$ cat src/hw/rtl/dda_pkg.sv
package dda_pkg;

  // Sequencer states of the line setup.
  typedef enum logic [1:0] {
    ST_IDLE,
    ST_DIV_X,
    ST_DIV_Y
  } dda_state_e;

  // Status of the shared divider as seen by the sequencer.
  typedef struct packed {
    logic busy;
    logic done;
  } div_status_t;

  // Request kinds carried in tuser.
  localparam logic CMD_START = 1'b0;
  localparam logic CMD_STEP  = 1'b1;

endpackage

$ cat src/hw/rtl/dda_div.sv
// Restoring divider, one quotient bit per cycle.
// It computes floor((num << FRAC_BITS) / den) for num <= den, so the
// quotient has FRAC_BITS + 1 bits.
module dda_div #(
  parameter int unsigned COORD_BITS = 10,
  parameter int unsigned FRAC_BITS  = 16
) (
  input  logic                     clk_i,
  input  logic                     rst_ni,
  input  logic                     start_i,
  input  logic [COORD_BITS-1:0]    num_i,
  input  logic [COORD_BITS-1:0]    den_i,
  output dda_pkg::div_status_t     status_o,
  output logic [FRAC_BITS:0]       quot_o
);

  localparam int unsigned CntW = $clog2(FRAC_BITS + 1);

  logic                  busy_q, busy_d;
  logic                  done_q, done_d;
  logic                  first_q, first_d;
  logic [CntW-1:0]       cnt_q, cnt_d;
  logic [COORD_BITS-1:0] rem_q, rem_d;
  logic [COORD_BITS-1:0] den_q, den_d;
  logic [FRAC_BITS:0]    quot_q, quot_d;

  logic [COORD_BITS:0]   shifted;
  logic [COORD_BITS:0]   diff;
  logic                  ge;

  // The first iteration compares the numerator itself; the rest shift first.
  assign shifted = first_q ? {1'b0, rem_q} : {rem_q, 1'b0};
  assign ge      = (shifted >= {1'b0, den_q});
  assign diff    = shifted - {1'b0, den_q};

  always_comb begin
    busy_d  = busy_q;
    done_d  = 1'b0;
    first_d = first_q;
    cnt_d   = cnt_q;
    rem_d   = rem_q;
    den_d   = den_q;
    quot_d  = quot_q;
    if (start_i) begin
      busy_d  = 1'b1;
      first_d = 1'b1;
      cnt_d   = CntW'(FRAC_BITS);
      rem_d   = num_i;
      den_d   = den_i;
      quot_d  = '0;
    end else if (busy_q) begin
      first_d = 1'b0;
      rem_d   = ge ? diff[COORD_BITS-1:0] : shifted[COORD_BITS-1:0];
      quot_d  = {quot_q[FRAC_BITS-1:0], ge};
      if (cnt_q == '0) begin
        busy_d = 1'b0;
        done_d = 1'b1;
      end else begin
        cnt_d = cnt_q - 1'b1;
      end
    end
  end

  always_ff @(posedge clk_i or negedge rst_ni) begin
    if (!rst_ni) begin
      busy_q  <= 1'b0;
      done_q  <= 1'b0;
      first_q <= 1'b0;
      cnt_q   <= '0;
    end else begin
      busy_q  <= busy_d;
      done_q  <= done_d;
      first_q <= first_d;
      cnt_q   <= cnt_d;
    end
  end

  always_ff @(posedge clk_i) begin
    rem_q  <= rem_d;
    den_q  <= den_d;
    quot_q <= quot_d;
  end

  assign status_o.busy = busy_q;
  assign status_o.done = done_q;
  assign quot_o        = quot_q;

endmodule

$ cat src/hw/rtl/dda_line_rasterizer.sv
// A step request shows its pixel on the master side in the cycle after it is accepted.
// Throughput: step requests are taken one per cycle while the output register drains.
// A start request with a nonzero step holds the slave side while the
// shared one-bit-per-cycle divider runs FRAC_BITS + 1 iterations for x, then again for y.
// Reset (rst_ni low, asynchronous) clears the line state, so no line is active afterward.
module dda_line_rasterizer #(
  parameter int unsigned COORD_BITS = 10,
  parameter int unsigned FRAC_BITS  = 16
) (
  input  logic                                     clk_i,
  input  logic                                     rst_ni,
  // Slave side.
  input  logic                                     s_axis_tvalid_i,
  output logic                                     s_axis_tready_o,
  // tdata fields from bit 0 up: x_start, y_start, x_end, y_end, zero fill.
  input  logic [((4*COORD_BITS+7)/8)*8-1:0]        s_axis_tdata_i,
  // tuser: cmd (0 starts a line, 1 asks for the next pixel).
  input  logic                                     s_axis_tuser_i,
  // Master side.
  output logic                                     m_axis_tvalid_o,
  input  logic                                     m_axis_tready_i,
  // tdata fields from bit 0 up: x_pixel, y_pixel, zero fill.
  output logic [((2*COORD_BITS+7)/8)*8-1:0]        m_axis_tdata_o,
  // tlast: last_pixel, set on the final pixel of the line.
  output logic                                     m_axis_tlast_o
);

  localparam int unsigned AccW = COORD_BITS + FRAC_BITS;
  localparam int unsigned IncW = FRAC_BITS + 2;
  localparam int unsigned OutW = ((2*COORD_BITS+7)/8)*8;

  // Request decode. Endpoints are unsigned; deltas are kept as sign and magnitude.
  logic [COORD_BITS-1:0] xs, ys, xe, ye;
  logic                  x_neg, y_neg;
  logic [COORD_BITS-1:0] adx, ady, step;

  assign xs    = s_axis_tdata_i[COORD_BITS-1:0];
  assign ys    = s_axis_tdata_i[2*COORD_BITS-1:COORD_BITS];
  assign xe    = s_axis_tdata_i[3*COORD_BITS-1:2*COORD_BITS];
  assign ye    = s_axis_tdata_i[4*COORD_BITS-1:3*COORD_BITS];
  assign x_neg = (xe < xs);
  assign y_neg = (ye < ys);
  assign adx   = x_neg ? (xs - xe) : (xe - xs);
  assign ady   = y_neg ? (ys - ye) : (ye - ys);
  assign step  = (adx > ady) ? adx : ady;

  dda_pkg::dda_state_e   state_q, state_d;
  logic [COORD_BITS:0]   pixels_left_q, pixels_left_d;
  logic [AccW-1:0]       x_acc_q, x_acc_d, y_acc_q, y_acc_d;
  logic [IncW-1:0]       x_inc_q, x_inc_d, y_inc_q, y_inc_d;
  logic                  x_neg_q, y_neg_q;
  logic [COORD_BITS-1:0] ady_q;
  logic                  m_valid_q, m_valid_d;
  logic [COORD_BITS-1:0] x_pix_q, y_pix_q;
  logic                  last_q;

  logic                  s_acc, start_fire, step_fire;
  logic                  div_start;
  logic [COORD_BITS-1:0] div_num, div_den;
  dda_pkg::div_status_t  div_status;
  logic [FRAC_BITS:0]    div_quot;
  logic [IncW-1:0]       quot_ext, quot_neg;

  // The setup sequencer only takes requests in idle, and only when the
  // output register is empty or being drained this cycle.
  assign s_axis_tready_o = (state_q == dda_pkg::ST_IDLE) && (!m_valid_q || m_axis_tready_i);
  assign s_acc           = s_axis_tvalid_i && s_axis_tready_o;
  assign start_fire      = s_acc && (s_axis_tuser_i == dda_pkg::CMD_START);
  assign step_fire       = s_acc && (s_axis_tuser_i == dda_pkg::CMD_STEP) &&
                           (pixels_left_q != '0);

  // One shared divider produces |d| / step for x, then for y.
  dda_div #(
    .COORD_BITS (COORD_BITS),
    .FRAC_BITS  (FRAC_BITS)
  ) u_div (
    .clk_i    (clk_i),
    .rst_ni   (rst_ni),
    .start_i  (div_start),
    .num_i    (div_num),
    .den_i    (div_den),
    .status_o (div_status),
    .quot_o   (div_quot)
  );

  assign quot_ext = {1'b0, div_quot};
  assign quot_neg = -quot_ext;

  // Next state.
  always_comb begin
    state_d = state_q;
    case (state_q)
      dda_pkg::ST_IDLE: begin
        if (start_fire && (step != '0)) begin
          state_d = dda_pkg::ST_DIV_X;
        end
      end
      dda_pkg::ST_DIV_X: begin
        if (div_status.done) begin
          state_d = dda_pkg::ST_DIV_Y;
        end
      end
      dda_pkg::ST_DIV_Y: begin
        if (div_status.done) begin
          state_d = dda_pkg::ST_IDLE;
        end
      end
      default: begin
        state_d = dda_pkg::ST_IDLE;
      end
    endcase
  end

  // Divider requests. The y division reuses the step count, which still sits
  // untouched in pixels_left_q because no pixel can be taken during setup.
  always_comb begin
    div_start = 1'b0;
    div_num   = ady_q;
    div_den   = pixels_left_q[COORD_BITS-1:0];
    case (state_q)
      dda_pkg::ST_IDLE: begin
        div_start = start_fire && (step != '0);
        div_num   = adx;
        div_den   = step;
      end
      dda_pkg::ST_DIV_X: begin
        div_start = div_status.done;
      end
      dda_pkg::ST_DIV_Y: begin
        div_start = 1'b0;
      end
      default: begin
        div_start = 1'b0;
      end
    endcase
  end

  // Line state. A start request loads the start point and the step count and
  // clears the increments; the divider fills them in afterward. Each pixel
  // adds the sign-extended increments to the accumulators.
  always_comb begin
    pixels_left_d = pixels_left_q;
    x_acc_d       = x_acc_q;
    y_acc_d       = y_acc_q;
    x_inc_d       = x_inc_q;
    y_inc_d       = y_inc_q;
    if (start_fire) begin
      pixels_left_d = {1'b0, step};
      x_acc_d       = {xs, {FRAC_BITS{1'b0}}};
      y_acc_d       = {ys, {FRAC_BITS{1'b0}}};
      x_inc_d       = '0;
      y_inc_d       = '0;
    end else if (step_fire) begin
      pixels_left_d = pixels_left_q - 1'b1;
      x_acc_d       = x_acc_q + {{(COORD_BITS-2){x_inc_q[IncW-1]}}, x_inc_q};
      y_acc_d       = y_acc_q + {{(COORD_BITS-2){y_inc_q[IncW-1]}}, y_inc_q};
    end
    if (div_status.done && (state_q == dda_pkg::ST_DIV_X)) begin
      x_inc_d = x_neg_q ? quot_neg : quot_ext;
    end
    if (div_status.done && (state_q == dda_pkg::ST_DIV_Y)) begin
      y_inc_d = y_neg_q ? quot_neg : quot_ext;
    end
  end

  // The output register holds a pixel until the master side takes it.
  assign m_valid_d = (m_valid_q && !m_axis_tready_i) || step_fire;

  always_ff @(posedge clk_i or negedge rst_ni) begin
    if (!rst_ni) begin
      state_q       <= dda_pkg::ST_IDLE;
      pixels_left_q <= '0;
      x_acc_q       <= '0;
      y_acc_q       <= '0;
      x_inc_q       <= '0;
      y_inc_q       <= '0;
      m_valid_q     <= 1'b0;
    end else begin
      state_q       <= state_d;
      pixels_left_q <= pixels_left_d;
      x_acc_q       <= x_acc_d;
      y_acc_q       <= y_acc_d;
      x_inc_q       <= x_inc_d;
      y_inc_q       <= y_inc_d;
      m_valid_q     <= m_valid_d;
    end
  end

  always_ff @(posedge clk_i) begin
    if (start_fire) begin
      x_neg_q <= x_neg;
      y_neg_q <= y_neg;
      ady_q   <= ady;
    end
    if (step_fire) begin
      x_pix_q <= x_acc_q[AccW-1:FRAC_BITS];
      y_pix_q <= y_acc_q[AccW-1:FRAC_BITS];
      last_q  <= (pixels_left_q == (COORD_BITS+1)'(1));
    end
  end

  assign m_axis_tvalid_o = m_valid_q;
  assign m_axis_tdata_o  = OutW'({y_pix_q, x_pix_q});
  assign m_axis_tlast_o  = last_q;

  // The divider only runs while the sequencer is in one of its setup states.
  assert property (@(posedge clk_i) disable iff (!rst_ni)
    (div_status.busy || div_status.done) |-> (state_q != dda_pkg::ST_IDLE))
    else $error("divider active while the sequencer is idle");

  // A pixel request on an active line always lands in the output register.
  assert property (@(posedge clk_i) disable iff (!rst_ni)
    step_fire |=> m_axis_tvalid_o)
    else $error("pixel request accepted but no pixel presented");

  // Outside a start request the pixel count only holds or counts down by one.
  assert property (@(posedge clk_i) disable iff (!rst_ni)
    !start_fire |=> ((pixels_left_q == $past(pixels_left_q)) ||
                     (pixels_left_q == $past(pixels_left_q) - 1'b1)))
    else $error("pixel count changed without a start request");

  // The step count must not move while the divider still needs it.
  assert property (@(posedge clk_i) disable iff (!rst_ni)
    (state_q == dda_pkg::ST_DIV_Y) |-> $stable(pixels_left_q))
    else $error("step count changed during setup");

endmodule
$ cat config.mk
export PLATFORM = sky130hd
export DESIGN_NAME = dda_line_rasterizer
export DESIGN_NICKNAME = d
export VERILOG_FILES = /design/src/hw/rtl/dda_pkg.sv /design/src/hw/rtl/dda_div.sv /design/src/hw/rtl/dda_line_rasterizer.sv
export SDC_FILE = /design/constraint.sdc
export NUM_CORES = 1
export LEC_CHECK = 0
export BUFFER_PORTS_ARGS = -buffer_cell sky130_fd_sc_hd__buf_2
export CAP_MARGIN = 20
export CORE_MARGIN = 5
export CORE_UTILIZATION = 50
export CTS_CLUSTER_DIAMETER = 150
export DETAILED_ROUTE_END_ITERATION = 10
export PLACE_DENSITY_LB_ADDON = 0.1
export SETUP_SLACK_MARGIN = 0.2
export SKIP_CTS_REPAIR_TIMING = 1
export SYNTH_ARGS = -nofsm -noshare
export SYNTH_HDL_FRONTEND = slang
export SYNTH_SLANG_ARGS = --single-unit
$ cat constraint.sdc
create_clock -name clk_i -period 4.5 [get_ports clk_i]
set_input_delay 0.225 -clock clk_i [delete_from_list [all_inputs] [get_ports clk_i]]
set_output_delay 0.225 -clock clk_i [all_outputs]
set_load 0.05 [all_outputs]
==> flow_summary_export.csv, run 1 <==
group,metric,value,unit
grt,grt_use_total,0.227,
logic_synthesis,synth_mux_area_frac,0.0529,
layout,finish.utilization,0.591,
critical_path,worst_setup_path_end_kind,"flop",
grt,antenna_found_initial,2,
place,io_buffers,67,
power_and_ir_drop,power_density,606,nW/um^2
critical_path,reg2reg_to,"u_div.rem_q[1]",
place,routabilityCongestion,0.946,
logic_synthesis,seq_area_frac_synth,0.366,
drt,ant_nets,0,
floorplan,die_w,170,microns
drt,post_drt_via_cell_ratio,5.65,
logic_synthesis,synth_area_per_cell,9.03,sq um
layout,drive_above_1_share,0.167,
clock_tree,clk_pin_slew,0.07,ns
logic_synthesis,synth-simple-area-share,0.142,
critical_path,critPathArrivalTime,4.37,ns
drt,wirelength,32900,microns
grt,grt_overflow,0,
critical_path,cpPeakStageDelay,0.37,ns
sta,rsz0062_at_grt,"yes",
logic_synthesis,synth_edf_count,53,
place,dp_hpwl,24300,microns
place,place_ws,-0.193,ns
critical_path,cp_common_cell,"inv_2",
critical_path,crit_path_start,"s_axis_tdata_i[30]",
layout,nets,1681,
critical_path,crit_end,"u_div.rem_q[3]",
logic_synthesis,synth_top_family_by_area,"compound AO/OA/AOI/OAI gates",
clock_tree,cts_tree,"done",
critical_path,reg2reg_depth,14,
logic_synthesis,synth_xor_area_frac,0.0671,
floorplan,start_util,0.508,
floorplan,core_area,25200,sq um
sta,slew_violations,0,
sta,fmax,239,MHz
critical_path,critPathTopFamily,"compound AO/OA/AOI/OAI gates",
clock_tree,insertion_delay,0.44,ns
clock_tree,clk_path_buf_depth,2,
power_and_ir_drop,total_leakage_power,7.07,nW
layout,syn_to_final_growth,16.5,%
critical_path,cp_cell_sequence,"buf_2, inv_2, ha_4, inv_2, fa_2, a211oi_4, o21ai_2, a41oi_2, buf_12, buf_8, mux2i_1, xnor2_1, inv_1, ha_1, nand2_1, nor2_2, a41o_1, a31oi_1, buf_4, or3_4, nor4_4, a31oi_2, a2bb2oi_4, or2_4",
floorplan,die_h,170,microns
sta,min_period,4.19,ns
flow_run,cap_viol_max_count,0,
sta,finalCritPeriodShare,0.930,
floorplan,ios,72,
clock_tree,cts.sinks,180,
clock_tree,htree_num_levels,4,
critical_path,worstSetupPathType,"in -> reg",
logic_synthesis,synth_fa_ha_area_frac,0.122,
critical_path,path_max_fanout,6,
critical_path,cp-start-kind,"input port",
status,status,"complete, no violations",
critical_path,worstPathRequired,4.69,ns
grt,grt_pass1_vias,10305,
logic_synthesis,yosysWarnings,0,
layout,design_area,14900,sq um
drt,drtIter0Drc,564,
grt,grt_pass1_wl,53300,microns
grt,grt_max_degree,91,
drt,vias,10511,
drt,drt-pass1-iter-count,4,
sta,final.setup.worst_slack,0.313,ns
floorplan,num_rows,58,
sta,tightest_slew,0.920,ns
floorplan,dieArea,28900,sq um
drt,routedWlPerCell,17.7,microns
logic_synthesis,synth_ff_type,"dfrtp_1",
logic_synthesis,syn_inst,1415,
logic_synthesis,synth-async-reset-ratio,0.611,
sta,fin_skew,0.0162,ns
drt,remaining_drc_errors,0,
clock_tree,cts_buffers,17,
sta,hold_violations,0,
clock_tree,root_buffer,"clkbuf_16",
logic_synthesis,synth_compound_area_frac,0.195,
power_and_ir_drop,max-vdd-ir-drop,0.265,mV
power_and_ir_drop,totalPowerFinal,9.02,mW
logic_synthesis,synthTopCellsByArea,"dfrtp_1, edfxtp_1, ha_1",
hold_path,hp-class,"in -> reg",
logic_synthesis,synth.distinct_cells,69,
critical_path,slowest_stage,"or3_4",
sta,maxSlewHeadroom,0.387,
logic_synthesis,synthesis.area,12800,sq um
critical_path,worstReg2RegStart,"u_div.first_q",
sta,setup_viol,0,
place,placed_area,13900,sq um
critical_path,r2r_setup_slack,0.77,ns
logic_synthesis,synth_top_area_frac,0.215,
logic_synthesis,synth_top_area_cell,"dfrtp_1",
critical_path,cp.buffers_inverters,7,
critical_path,critical_path_depth,24,
logic_synthesis,synth_seq_cells,180,
layout,n_antenna_cell,0,
## flip-flops by register name, summed over array words and instances (netlist names)
signal and flops:
ady_q 10, m_axis_tlast_o 1, m_axis_tvalid_o 1, pixels_left_q 11
state_q 2, u_div.busy_q 1, u_div.cnt_q 5, u_div.den_q 10
u_div.done_q 1, u_div.first_q 1, u_div.quot_o 17, u_div.rem_q 10
x_acc_q 26, x_inc_q 18, x_neg_q 1, x_pix_q 10
y_acc_q 26, y_inc_q 18, y_neg_q 1, y_pix_q 10
## power breakdown
part | internal (mW) | switching (mW)
Combinational | 2.06 | 2.64
Sequential | 2.33 | 0.489
Clock | 0.826 | 0.661
## area by class of cell
cell class              instances  area [sq um]
multi-input cells            1060          7750
inverters                     113           429
clock inverters                 9          93.8
well taps                     330           413
repair buffers                144          1030
fillers                      2227         10300
clock buffers                  23           483
flip-flops and latches        180          4680
## logic make-up after synthesis
logic type      count (synthesis)
fa+ha+maj                     120
flops                         180
buf+inv                       180
other cells                     1
compound gates                397
simple gates                  373
xor+xnor                       98
mux                            66
## metrics by stage
| stage | hold WS (ns) | setup TNS (ns) | instances |
|---|---|---|---|
| 5_1_grt | 0.0692 | 0 | 1859 |
| 6_report | 0.0711 | 0 | 1859 |
| 4_1_cts | -0.330 | 0 | 1842 |
| 3_3_place_gp | 0.130 | -0.0379 | 1810 |
| 2_1_floorplan | -0.0706 | 0 | 1418 |
| 3_5_place_dp | 0.134 | -7.43 | 1810 |
## how the worst min path moves through the flow
stage,start,end,cells past startpoint
6_report,s_axis_tdata_i[19],y_acc_q[25],3
5_1_grt,s_axis_tdata_i[19],y_acc_q[25],3
3_3_place_gp,rst_ni,y_acc_q[10],1
4_1_cts,rst_ni,y_acc_q[10],1
3_5_place_dp,rst_ni,y_acc_q[10],1
2_1_floorplan,rst_ni,m_axis_tvalid_o,0
## tightest hold or removal path: cells and delay by family
kind	cells	cell delay, ns
compound gates	2	0.14
buf+inv	1	0.10
## routing by layer
| layer | up-vias | GRT usage | share of wire |
|---|---|---|---|
| li1 | 5236 | - | - |
| met1 | 5038 | 0.314 | 0.46 |
| met2 | 199 | 0.383 | 0.48 |
| met3 | 36 | 0.0339 | 0.041 |
| met4 | 2 | 0.0476 | 0.014 |
| met5 | - | 0 | 0.00040 |
## layout by cell type, fill, tap and decap left out, types with 14 or more instances in the layout
master     instances
o21ai_0          128
a22oi_1           16
xnor2_1           45
a21oi_1           78
buf_4             68
edfxtp_1          53
ha_1             103
nor2b_1           17
dfxtp_1           17
xor2_1            51
nor3_1            14
dfrtp_1          110
nand3_1           87
nor2_1            70
nand2b_1          15
nand2_1          103
mux2i_1           50
clkbuf_16         19
a21o_1            43
o21a_1            14
inv_1            107
buf_2             65
## synthesized netlist by cell type, drive strengths merged (9+ instances only)
master    n
buf      14
inv     112
nor4      9
or3      18
a31oi    11
dfrtp   110
xnor2    46
o21bai   14
a21oi    81
nor2     72
nand2   103
a211oi   11
a21o     43
a22oi    16
o21a     14
clkbuf   53
dfxtp    17
ha      113
mux2     12
and3     10
o211ai   12
xor2     52
edfxtp   53
nand2b   16
o31ai     9
mux2i    54
nand3    88
o21ai   144
nor2b    17
nor3     15
Note: power is estimated with default switching activity, not from simulation.
==> inputs of run 2 (changes only) <==
ABC_AREA = 1   (was default)
==> flow_summary_export.csv, run 2 <==
group,metric,value,unit
logic_synthesis,synth.distinct_cells,48,
logic_synthesis,synth_edf_count,53,
logic_synthesis,synth_xor_area_frac,0.0356,
drt,vias,12397,
logic_synthesis,synth_commonest_cells,"nand2_1, inv_1, o21ai_0",
layout,syn_to_final_growth,9.87,%
grt,antenna_found_initial,0,
floorplan,start_util,0.505,
sta,final.setup.worst_slack,0.679,ns
clock_tree,cts.sinks,180,
power_and_ir_drop,p_comb_frac,0.527,
logic_synthesis,synth_top_area_frac,0.203,
flow_run,cap_viol_max_count,0,
sta,tightest_slew,0.902,ns
grt,grt_overflow,0,
place,placed_cells_incl_taps,2241,
place,dp_hpwl,28100,microns
place,io_buffers,67,
sta,fin_skew,0.0115,ns
floorplan,ios,72,
logic_synthesis,synth_fa_ha_area_frac,0.115,
critical_path,slowest_stage,"ha_1",
logic_synthesis,synth-simple-area-share,0.262,
critical_path,worstPathRequired,4.82,ns
logic_synthesis,synthesis.area,13500,sq um
sta,min_period,3.82,ns
floorplan,dieArea,30500,sq um
critical_path,critPathArrivalTime,4.14,ns
power_and_ir_drop,sequentialPowerShare,0.309,
logic_synthesis,seq_area_frac_synth,0.346,
floorplan,core_area,26800,sq um
layout,multiInputGateArea,7670,sq um
logic_synthesis,syn_inst,1867,
logic_synthesis,synth-async-reset-ratio,0.611,
drt,wirelength,36900,microns
grt,grt_max_degree,53,
power_and_ir_drop,p_sw_frac,0.473,
critical_path,worstSetupPathType,"in -> reg",
place,place_ws,0.130,ns
power_and_ir_drop,max-vdd-ir-drop,0.291,mV
logic_synthesis,yosysMostFrequentCell,"nand2_1",
critical_path,cp-start-kind,"input port",
layout,n_fill_cell,2661,
layout,seqCellArea,4680,sq um
layout,finish.utilization,0.555,
sta,fmax,262,MHz
logic_synthesis,synth_seq_cells,180,
power_and_ir_drop,p_clk_frac,0.163,
sta,finalCritPeriodShare,0.849,
power_and_ir_drop,p_int,5.01,mW
critical_path,worst_setup_path_end_kind,"flop",
logic_synthesis,synthTopCellsByArea,"dfrtp_1, nand2_1, edfxtp_1",
logic_synthesis,synth_area_per_cell,7.25,sq um
logic_synthesis,synth_ff_type,"dfrtp_1",
layout,drive_above_1_share,0.0904,
sta,rsz0062_at_grt,"no",
grt,grt_pass1_vias,11829,
clock_tree,insertion_delay,0.45,ns
drt,remaining_drc_errors,0,
power_and_ir_drop,power_density,639,nW/um^2
drt,ant_nets,0,
logic_synthesis,synth_mux_area_frac,0.000739,
power_and_ir_drop,total_leakage_power,7.71,nW
critical_path,cp.buffers_inverters,6,
logic_synthesis,synth_top_area_cell,"dfrtp_1",
logic_synthesis,synth_top_family_by_area,"simple AND/OR/NAND/NOR gates",
drt,routedWlPerCell,16.2,microns
critical_path,cpPeakStageDelay,0.42,ns
floorplan,die_h,175,microns
layout,reg.largest.list,"x_acc_q x26, y_acc_q x26",
clock_tree,root_buffer,"clkbuf_16",
floorplan,die_w,175,microns
logic_synthesis,yosysWarnings,0,
clock_tree,htree_num_levels,4,
floorplan,num_rows,60,
clock_tree,cts_tree,"done",
critical_path,path_max_fanout,45,
drt,drt-pass1-iter-count,6,
grt,grt_pass1_wl,60300,microns
sta,fin_setup_tns,0,ns
layout,nets,2087,
sta,setup_viol,0,
sta,hold_violations,0,
grt,grt_use_total,0.243,
power_and_ir_drop,p_switching,4.50,mW
place,routabilityCongestion,0.946,
drt,post_drt_via_cell_ratio,5.44,
sta,maxSlewHeadroom,0.398,
hold_path,hp-class,"in -> reg",
layout,final_cell_mix,"nand2_1, inv_1, o21ai_0, ha_1",
critical_path,critPathTopFamily,"simple AND/OR/NAND/NOR gates",
critical_path,cp_common_cell,"nand2_1",
drt,drtIter0Drc,891,
clock_tree,clk_pin_slew,0.08,ns
logic_synthesis,synth_compound_area_frac,0.150,
sta,slew_violations,0,
clock_tree,cts_buffers,17,
clock_tree,clk_path_buf_depth,2,
layout,fin_cells,2277,
layout,final_common_cell,"nand2_1",
status,status,"complete, no violations",
[run 2: cell count changes in the layout (fill, tap and decap cells not counted), sizes merged, moves of 18 or more]
cell	previous run	this run
nand2	103	566
inv	116	261
buf	142	85
mux2i	54	1
a21o	43	7
nor2	72	105
o21ai	145	176
xnor2	46	15
nand3	88	113
nand4	4	28
or3	18	0
[run 2: cell type report]
cell class                      instances  area share
Inverter                              257      0.0648
Tap cell                              341      0.0287
Antenna cell                            1    0.000168
Multi-Input combinational cell       1379       0.515
Clock inverter                         15      0.0124
Sequential cell                       180       0.315
Clock buffer                           17      0.0286
Timing Repair Buffer                   87      0.0353
[run 2: worst min-delay path, stage by stage]
cell      delay, ns
buf_2          0.12
nand2_1        0.07
o211ai_1       0.07
[run 2: cells by family (layout without fill, tap and decap cells)]
family,Yosys count,count (layout)
mux,1,1
other cells,1,5
xor+xnor,55,55
simple gates,844,844
flops,180,180
compound gates,355,355
buf+inv,311,376
fa+ha+maj,120,120
[run 2: worst paths after layout]
path                                    start               end  cells past startpoint  slack (ns)
min reg2reg                      u_div.done_q        state_q[0]                      1        0.47
max reg2reg                     u_div.first_q    u_div.rem_q[5]                     15        1.14
max                         s_axis_tdata_i[5]    u_div.rem_q[0]                     30        0.68
min                        s_axis_tdata_i[16]       y_acc_q[22]                      3        0.08
max in group asynchronous              rst_ni  pixels_left_q[2]                      3        3.11
min in group asynchronous              rst_ni        x_acc_q[9]                      2        0.36
[run 2: power groups by stage]
stage | registers (mW) | clock network (mW) | logic, mW
4_1_cts | 2.97 | 1.59 | 4.95
5_1_grt | 3.02 | 1.65 | 5.71
2_1_floorplan | 2.89 | 0 | 3.75
6_report | 2.94 | 1.56 | 5.02
3_5_place_dp | 3.00 | 0 | 4.92
3_3_place_gp | 2.99 | 0 | 4.83
[run 2: through the flow]
step	cell area, sq um	hold WS [ns]	total power, mW
2_1_floorplan	13600	-0.0706	6.64
6_report	14900	0.0796	9.51
3_3_place_gp	14200	0.316	7.81
5_1_grt	14900	0.0815	10.4
4_1_cts	14800	-0.162	9.51
3_5_place_dp	14200	0.321	7.92
[run 2: metal layers]
layer	routed length, microns	part of all wire	GRT usage	up-vias
li1	-	-	-	6253
met1	17300	0.47	0.329	5815
met2	17400	0.47	0.407	285
met3	1510	0.041	0.0366	44
met4	678	0.018	0.0664	0
met5	0	0	0	-
